--- src/rtl/rtty_pkg.sv ---
// package for the rtty baudot receiver: codes, reset values and the ita2 character tables
`timescale 1ns / 1ps

package rtty_pkg;

    localparam int DATA_BITS = 5;
    localparam int CODE_W    = DATA_BITS;
    localparam int BITPOS_W  = 3;
    localparam int CNT_W     = 8;
    localparam int CHAR_W    = 7;
    localparam int CLASS_W   = 2;
    localparam int EVENT_W   = 2;
    localparam int CFG_IDX_W = 2;

    // tone classes
    localparam logic [CLASS_W-1:0] CLS_SPACE = 2'd0;
    localparam logic [CLASS_W-1:0] CLS_MARK  = 2'd1;

    // sampling events
    localparam logic [EVENT_W-1:0] EV_NONE      = 2'd0;
    localparam logic [EVENT_W-1:0] EV_START     = 2'd1;
    localparam logic [EVENT_W-1:0] EV_DATA_DONE = 2'd2;

    // configuration register indexes
    localparam logic [CFG_IDX_W-1:0] CFG_IDLE_MARK   = 2'd0;
    localparam logic [CFG_IDX_W-1:0] CFG_START_SPACE = 2'd1;
    localparam logic [CFG_IDX_W-1:0] CFG_STOP_MARK   = 2'd2;
    localparam logic [CFG_IDX_W-1:0] CFG_NO_SIGNAL   = 2'd3;

    localparam logic [CNT_W-1:0] IDLE_MARK_RST   = 8'd7;
    localparam logic [CNT_W-1:0] START_SPACE_RST = 8'd1;
    localparam logic [CNT_W-1:0] STOP_MARK_RST   = 8'd2;
    localparam logic [CNT_W-1:0] NO_SIGNAL_RST   = 8'd10;

    // shift codes
    localparam logic [CODE_W-1:0] CODE_FIGS = 5'd27;
    localparam logic [CODE_W-1:0] CODE_LTRS = 5'd31;

    localparam logic [CHAR_W-1:0] LETTERS_ROM [32] = '{
        7'h00, 7'h45, 7'h0A, 7'h41, 7'h20, 7'h53, 7'h49, 7'h55,
        7'h0D, 7'h44, 7'h52, 7'h4A, 7'h4E, 7'h46, 7'h43, 7'h4B,
        7'h54, 7'h5A, 7'h4C, 7'h57, 7'h48, 7'h59, 7'h50, 7'h51,
        7'h4F, 7'h42, 7'h47, 7'h00, 7'h4D, 7'h58, 7'h56, 7'h00
    };

    localparam logic [CHAR_W-1:0] FIGURES_ROM [32] = '{
        7'h00, 7'h33, 7'h0A, 7'h2D, 7'h20, 7'h07, 7'h38, 7'h37,
        7'h0D, 7'h24, 7'h34, 7'h27, 7'h2C, 7'h21, 7'h3A, 7'h28,
        7'h35, 7'h22, 7'h29, 7'h32, 7'h23, 7'h36, 7'h30, 7'h31,
        7'h39, 7'h3F, 7'h26, 7'h00, 7'h2E, 7'h2F, 7'h3B, 7'h00
    };

    // saturating increment at all ones
    function automatic logic [CNT_W-1:0] sat_inc(input logic [CNT_W-1:0] cnt);
        if (cnt == {CNT_W{1'b1}})
        begin
            return cnt;
        end
        return cnt + 1'b1;
    endfunction

endpackage

--- src/rtl/rtty_baudot_receiver.sv ---
// rtty baudot receive framer with ita2 to ascii decode
`timescale 1ns / 1ps

// Takes one tone sample (space, mark, unknown) per input transfer and returns
// one result per sample: decoded character, lock and shift status, and the
// sampling event for the bit timer. A sample is taken in every cycle unless the
// output stalls; its result is registered in the output register at the input
// transfer, and the next sample is taken in the same cycle the previous result
// is taken. The throughput is set by the counter and compare updates of the
// framer state, done once per sample. Thresholds are written over the cfg
// channel (index 0 idle marks, 1 start spaces, 2 stop marks, 3 unknowns to
// reset), always ready, and should only be changed while the framer is idle.
module rtty_baudot_receiver (
    input  logic                               clk,
    input  logic                               rst_n,
    input  logic                               in_valid,
    output logic                               in_ready,
    input  logic [rtty_pkg::CLASS_W-1:0]       tone_class,
    output logic                               out_valid,
    input  logic                               out_ready,
    output logic                               char_valid,
    output logic [rtty_pkg::CHAR_W-1:0]        ascii_char,
    output logic                               locked,
    output logic                               figures_mode,
    output logic [rtty_pkg::EVENT_W-1:0]       sampling_event,
    input  logic                               cfg_valid,
    output logic                               cfg_ready,
    input  logic [rtty_pkg::CFG_IDX_W-1:0]     cfg_index,
    input  logic [rtty_pkg::CNT_W-1:0]         cfg_data
);

    typedef enum logic [1:0] {
        ST_INIT  = 2'd0,
        ST_START = 2'd1,
        ST_DATA  = 2'd2,
        ST_STOP  = 2'd3
    } state_t;

    state_t                          state_reg, state_next;
    logic [rtty_pkg::CNT_W-1:0]      mark_cnt_reg, mark_cnt_next;
    logic [rtty_pkg::CNT_W-1:0]      space_cnt_reg, space_cnt_next;
    logic [rtty_pkg::CNT_W-1:0]      idle_cnt_reg, idle_cnt_next;
    logic [rtty_pkg::CNT_W-1:0]      unknown_cnt_reg, unknown_cnt_next;
    logic [rtty_pkg::BITPOS_W-1:0]   bit_pos_reg, bit_pos_next;
    logic [rtty_pkg::CODE_W-1:0]     code_reg, code_next;
    logic                            figures_reg, figures_next;
    logic                            lock_reg, lock_next;

    logic [rtty_pkg::CNT_W-1:0]      idle_thr_reg, start_thr_reg, stop_thr_reg, nosig_thr_reg;

    logic                            out_valid_reg;
    logic [rtty_pkg::CHAR_W-1:0]     char_reg, char_next;
    logic [rtty_pkg::EVENT_W-1:0]    event_reg, event_next;

    logic                            is_space, is_mark, is_unknown;
    logic                            frame_hit, run_hit, skip_checks;
    logic [rtty_pkg::BITPOS_W-1:0]   bit_pos_inc;
    logic                            in_xfer;

    assign in_ready  = !out_valid_reg || out_ready;
    assign in_xfer   = in_valid && in_ready;
    assign cfg_ready = 1'b1;

    assign is_space   = (tone_class == rtty_pkg::CLS_SPACE);
    assign is_mark    = (tone_class == rtty_pkg::CLS_MARK);
    assign is_unknown = !is_space && !is_mark;

    always_comb
    begin
        state_next       = state_reg;
        mark_cnt_next    = mark_cnt_reg;
        space_cnt_next   = space_cnt_reg;
        idle_cnt_next    = idle_cnt_reg;
        unknown_cnt_next = unknown_cnt_reg;
        bit_pos_next     = bit_pos_reg;
        code_next        = code_reg;
        figures_next     = figures_reg;
        lock_next        = lock_reg;
        char_next        = '0;
        event_next       = rtty_pkg::EV_NONE;
        skip_checks      = 1'b0;
        frame_hit        = 1'b0;
        run_hit          = 1'b0;
        bit_pos_inc      = bit_pos_reg + 1'b1;

        case (state_reg)
            ST_INIT:
            begin
                if (is_mark)
                begin
                    frame_hit     = (mark_cnt_reg >= idle_thr_reg);
                    mark_cnt_next = rtty_pkg::sat_inc(mark_cnt_reg);
                    if (frame_hit)
                    begin
                        mark_cnt_next    = '0;
                        space_cnt_next   = '0;
                        bit_pos_next     = '0;
                        code_next        = '0;
                        lock_next        = 1'b0;
                        idle_cnt_next    = '0;
                        unknown_cnt_next = '0;
                        figures_next     = 1'b1;
                        state_next       = ST_START;
                    end
                end
            end
            ST_START:
            begin
                if (is_space)
                begin
                    frame_hit      = (space_cnt_reg >= start_thr_reg);
                    space_cnt_next = rtty_pkg::sat_inc(space_cnt_reg);
                    if (frame_hit)
                    begin
                        event_next       = rtty_pkg::EV_START;
                        mark_cnt_next    = '0;
                        space_cnt_next   = '0;
                        unknown_cnt_next = '0;
                        bit_pos_next     = '0;
                        code_next        = '0;
                        state_next       = ST_DATA;
                    end
                end
            end
            ST_DATA:
            begin
                if (!is_unknown)
                begin
                    // bit position stays below the number of data bits while in data
                    if (is_mark && (bit_pos_reg < rtty_pkg::BITPOS_W'(rtty_pkg::DATA_BITS)))
                    begin
                        code_next[bit_pos_reg] = 1'b1;
                    end
                    bit_pos_next = bit_pos_inc;
                    if (bit_pos_inc >= rtty_pkg::BITPOS_W'(rtty_pkg::DATA_BITS))
                    begin
                        event_next       = rtty_pkg::EV_DATA_DONE;
                        mark_cnt_next    = '0;
                        space_cnt_next   = '0;
                        unknown_cnt_next = '0;
                        bit_pos_next     = '0;
                        state_next       = ST_STOP;
                    end
                end
            end
            default:
            begin
                if (is_mark)
                begin
                    frame_hit     = (mark_cnt_reg >= stop_thr_reg);
                    mark_cnt_next = rtty_pkg::sat_inc(mark_cnt_reg);
                    if (frame_hit)
                    begin
                        mark_cnt_next    = '0;
                        unknown_cnt_next = '0;
                        space_cnt_next   = '0;
                        bit_pos_next     = '0;
                        state_next       = ST_START;
                        lock_next        = 1'b1;
                        if (code_reg == rtty_pkg::CODE_FIGS)
                        begin
                            figures_next = 1'b1;
                        end
                        else if (code_reg == rtty_pkg::CODE_LTRS)
                        begin
                            figures_next = 1'b0;
                        end
                        else
                        begin
                            char_next   = figures_reg ? rtty_pkg::FIGURES_ROM[code_reg]
                                                      : rtty_pkg::LETTERS_ROM[code_reg];
                            skip_checks = 1'b1;
                        end
                    end
                end
            end
        endcase

        // run checks: long unknown run to init, long mark run to start search
        if (!skip_checks)
        begin
            if (is_unknown)
            begin
                run_hit          = (unknown_cnt_next >= nosig_thr_reg);
                unknown_cnt_next = rtty_pkg::sat_inc(unknown_cnt_next);
                if (run_hit)
                begin
                    lock_next        = 1'b0;
                    figures_next     = 1'b1;
                    idle_cnt_next    = '0;
                    unknown_cnt_next = '0;
                    state_next       = ST_INIT;
                end
            end
            else if (is_mark)
            begin
                run_hit       = (idle_cnt_next >= idle_thr_reg);
                idle_cnt_next = rtty_pkg::sat_inc(idle_cnt_next);
                if (run_hit)
                begin
                    idle_cnt_next    = '0;
                    lock_next        = 1'b0;
                    unknown_cnt_next = '0;
                    figures_next     = 1'b1;
                    state_next       = ST_START;
                end
            end
            else
            begin
                idle_cnt_next    = '0;
                unknown_cnt_next = '0;
            end
        end
    end

    always_ff @(posedge clk or negedge rst_n)
    begin
        if (!rst_n)
        begin
            state_reg       <= ST_INIT;
            mark_cnt_reg    <= '0;
            space_cnt_reg   <= '0;
            idle_cnt_reg    <= '0;
            unknown_cnt_reg <= '0;
            bit_pos_reg     <= '0;
            code_reg        <= '0;
            figures_reg     <= 1'b1;
            lock_reg        <= 1'b0;
            out_valid_reg   <= 1'b0;
        end
        else
        begin
            if (in_xfer)
            begin
                state_reg       <= state_next;
                mark_cnt_reg    <= mark_cnt_next;
                space_cnt_reg   <= space_cnt_next;
                idle_cnt_reg    <= idle_cnt_next;
                unknown_cnt_reg <= unknown_cnt_next;
                bit_pos_reg     <= bit_pos_next;
                code_reg        <= code_next;
                figures_reg     <= figures_next;
                lock_reg        <= lock_next;
                out_valid_reg   <= 1'b1;
            end
            else if (out_ready)
            begin
                out_valid_reg <= 1'b0;
            end
        end
    end

    // result payload
    always_ff @(posedge clk)
    begin
        if (in_xfer)
        begin
            char_reg  <= char_next;
            event_reg <= event_next;
        end
    end

    always_ff @(posedge clk or negedge rst_n)
    begin
        if (!rst_n)
        begin
            idle_thr_reg  <= rtty_pkg::IDLE_MARK_RST;
            start_thr_reg <= rtty_pkg::START_SPACE_RST;
            stop_thr_reg  <= rtty_pkg::STOP_MARK_RST;
            nosig_thr_reg <= rtty_pkg::NO_SIGNAL_RST;
        end
        else if (cfg_valid && cfg_ready)
        begin
            case (cfg_index)
                rtty_pkg::CFG_IDLE_MARK:   idle_thr_reg  <= cfg_data;
                rtty_pkg::CFG_START_SPACE: start_thr_reg <= cfg_data;
                rtty_pkg::CFG_STOP_MARK:   stop_thr_reg  <= cfg_data;
                rtty_pkg::CFG_NO_SIGNAL:   nosig_thr_reg <= cfg_data;
                default:                   idle_thr_reg  <= idle_thr_reg;
            endcase
        end
    end

    assign out_valid      = out_valid_reg;
    assign ascii_char     = char_reg;
    assign char_valid     = (char_reg != '0);
    assign locked         = lock_reg;
    assign figures_mode   = figures_reg;
    assign sampling_event = event_reg;

    // a decoded character only comes out of a completed, locked frame
    a_char_locked: assert property (@(posedge clk) disable iff (!rst_n)
        out_valid && char_valid |-> locked)
        else $error("character emitted without lock");

    // no code bits at or above the current bit position while shifting in data
    a_code_clean: assert property (@(posedge clk) disable iff (!rst_n)
        state_reg == ST_DATA |->
            ((code_reg >> bit_pos_reg) == '0) &&
            (bit_pos_reg < rtty_pkg::BITPOS_W'(rtty_pkg::DATA_BITS)))
        else $error("data shift register out of step with bit position");

    // a start event always leaves the framer at the first data bit
    a_start_enters_data: assert property (@(posedge clk) disable iff (!rst_n)
        in_xfer && event_next == rtty_pkg::EV_START |=>
            state_reg == ST_DATA && bit_pos_reg == '0 && code_reg == '0)
        else $error("start bit did not enter data phase cleanly");

endmodule

--- config.mk ---
export PLATFORM = sky130hd
export DESIGN_NAME = rtty_baudot_receiver
export DESIGN_NICKNAME = d
export VERILOG_FILES = /design/src/rtl/rtty_pkg.sv /design/src/rtl/rtty_baudot_receiver.sv
export SDC_FILE = /design/constraint.sdc
export NUM_CORES = 1
export LEC_CHECK = 0
export BUFFER_PORTS_ARGS = -buffer_cell sky130_fd_sc_hd__buf_2
export CORE_MARGIN = 5
export CORE_UTILIZATION = 45
export CTS_CLUSTER_DIAMETER = 100
export DETAILED_ROUTE_END_ITERATION = 10
export SYNTH_ARGS = -nofsm -noshare
export SYNTH_HDL_FRONTEND = slang
export SYNTH_SLANG_ARGS = --single-unit
--- constraint.sdc ---
create_clock -name clk -period 4.4 [get_ports clk]
set_input_delay 0.44 -clock clk [delete_from_list [all_inputs] [get_ports clk]]
set_output_delay 0.44 -clock clk [all_outputs]
set_load 0.01 [all_outputs]
==> results.toml <==
[die]
start_util_pct = 45.6
rows = 43
dieHeight_um = 128
ios = 32
core_um2 = 13800
die_area_um2 = 16400
die_x_um = 128

[job]
maxCapViolCount = 0

[finish]
final_cells = 897
areaGrowthSynthToFinish_pct = 9.89
antenna_cells = 0
fin_nets = 785
drive_gt1_share_pct = 15.8

[sta]
post-route-period-util_pct = 92.7
slew_headroom_pct = 32.1
fmax_mhz = 245
timing.hold.ws_ps = 87.9
finalSetupViolCount = 0
tns_ps = 0
period_minus_slack_ps = 4080
rsz0062_at_grt = "false"
fin_skew_ps = 12.3
worst_pin_slew_ps = 1020
slew_violations = 0
fin_ws_ps = 322
finalHoldViolations = 0

[setup_path]
r2r_cells = 15
worst_r2r_startpoint = "idle_thr_reg[2]"
crit_path_start = "idle_thr_reg[2]"
slowest_stage = "dfstp_2"
end_kind = "register"
path_buf_inv = 2
cp_max_fo = 20
path_cells = "inv_1 -> ha_1 -> or4_1 -> a21oi_1 -> nor3_1 -> o211ai_1 -> buf_4 -> and2_1 -> ha_1 -> o21ai_0 -> o211a_1 -> o21ai_1 -> o211ai_1 -> o21ai_0 -> a32oi_1"
crit_type = "register to register"
crit_path_start_kind = "register"
slowest_delay_ps = 520
r2r_setup_slack_ps = 320
critical-path-top-delay-family = "compound AO/OA/AOI/OAI gates"
reg2reg_to = "unknown_cnt_reg[1]"
crit_arrival_ps = 4310
cp.required_ps = 4630

[power]
power_uw = 3550
irDropWorstVdd_uv = 206
power_density_nw_per_um2 = 514
power_leakage_uw = 0.00312

[clock_tree]
clkLatencyLatePin_ps = 350
cts_tree = "done"
clock_path_buffers = 2
cts_buffers = 9
cts_root_buffer = "clkbuf_16"
htree_levels = 3
post_cts_buffers = 0
clk_pin_slew_worst_paths_ps = 70
cts_sinks = 86

[placement]
post-place-ws_ps = 331
place_congestion = 0.887
port_buffers = 30
dpl.hpwl_um = 11400
placed_cells = 881

[detailed_routing]
routed_wl_um = 15500
vias = 5363
avgViaCountPerCell = 5.98
ant_nets = 0
dr.pass1.iters = 6
post-route-drc-count = 0
drtIter0Drc = 445
avgRoutedWirePerCell_um = 17.3

[grt]
busiest_layer = "met2"
grt_max_degree = 40
grt_pass1_vias = 5105
grt_first_pass_wirelength_um = 26000
grt_use_total_pct = 19.5
grt_use_met2_pct = 31.1
gr-usage-met3_pct = 2.63
overflow = 0
antenna_found_initial = 0
use_met1_pct = 27.7

[synthesis]
yosysWarnings = 0
syn_avg_cell_area_um2 = 9.08
yosysTopAreaCell = "dfrtp_1"
synth_ff_type = "dfrtp_1"
synth_fp_nets = 764
synthCells = 691
synth_top_cells_by_count = "dfrtp_1 (69), nand2_1 (62), ha_1 (56), inv_1 (51), nor2_1 (49)"
yosys.cell_count.top_type = "dfrtp_1"
yosysSeqAreaShare_pct = 35.2
synth_area_um2 = 6280
yosysUniqueCellTypes = 79
synth-async-reset-ratio_pct = 89.5
synth_edf_count = 9
synth_top_area_share_pct = 27.5
synth_top_cells_by_area = "dfrtp_1 (28%), ha_1 (11%), mux2_2 (4.7%)"
ys_ff_latch = 86

[run_status]
status = "finished, final reports clean"

[min_path]
hold_path_class = "input port to asynchronous set/reset pin"
[worst max-delay path by stage]
| stage | end | slack, ps | cells past startpoint |
|---|---|---|---|
| after floorplan | unknown_cnt_reg[5] | 630 | 17 |
| after global placement | idle_cnt_reg[6] | 450 | 17 |
| after detailed placement | state_reg[0] | 330 | 17 |
| after CTS | unknown_cnt_reg[7] | 260 | 18 |
| after global routing | unknown_cnt_reg[2] | 6 | 17 |
| final | unknown_cnt_reg[1] | 320 | 15 |
[kinds of logic after synthesis]
kind of cell    Yosys count  synth area share [%]
other cells               1                0.0598
xor+xnor                 12                  1.67
simple gates            230                  18.9
mux                      35                  6.50
compound gates          190                  21.1
fa+ha+maj                56                  11.2
flops                    86                  35.2
buf+inv                  81                  5.50
[layout by cell type, fill, tap and decap left out, drive strengths merged, types with 18 or more instances in the layout]
cell,n
dfrtp,69
nand2,62
ha,56
inv,56
nor2,49
a21oi,45
o21ai,41
buf,40
mux2,26
nand3,22
a211oi,18
[layout make-up]
| class | count | area [um^2] |
|---|---|---|
| clock buffer | 10 | 239 |
| sequential | 86 | 2210 |
| timing repair buffer | 40 | 228 |
| inverter | 51 | 191 |
| multi-input combinational | 524 | 3730 |
| clock inverter | 6 | 71.3 |
| fill | 1332 | 6880 |
| tap | 180 | 225 |
[timing repair]
action	CTS	global route
hold buffers	0	0
resized for setup	0	3
setup endpoints to repair	0	14
[power breakdown]
group / internal [uW] / leakage [uW] / total [uW] / switching, uW
clock: 464 / 0.000155 / 809 / 345
sequential: 958 / 0.00106 / 1220 / 260
combinational: 657 / 0.00190 / 1520 / 863
total: 2080 / 0.00312 / 3550 / 1470
[metrics by stage]
stage,utilization (%),instance area [um^2]
5_1_grt,50.1,6900
3_3_place_gp,47.7,6580
2_1_floorplan,-,6280
4_1_cts,50.0,6890
6_report,50.1,6900
3_5_place_dp,47.7,6580
[routing by layer]
| metal | wire length, um | up-vias |
|---|---|---|
| li1 | - | 2583 |
| met1 | 7170 | 2615 |
| met2 | 7390 | 144 |
| met3 | 679 | 21 |
| met4 | 245 | 0 |
| met5 | 0 | - |
(Power assumes the default switching activity.)
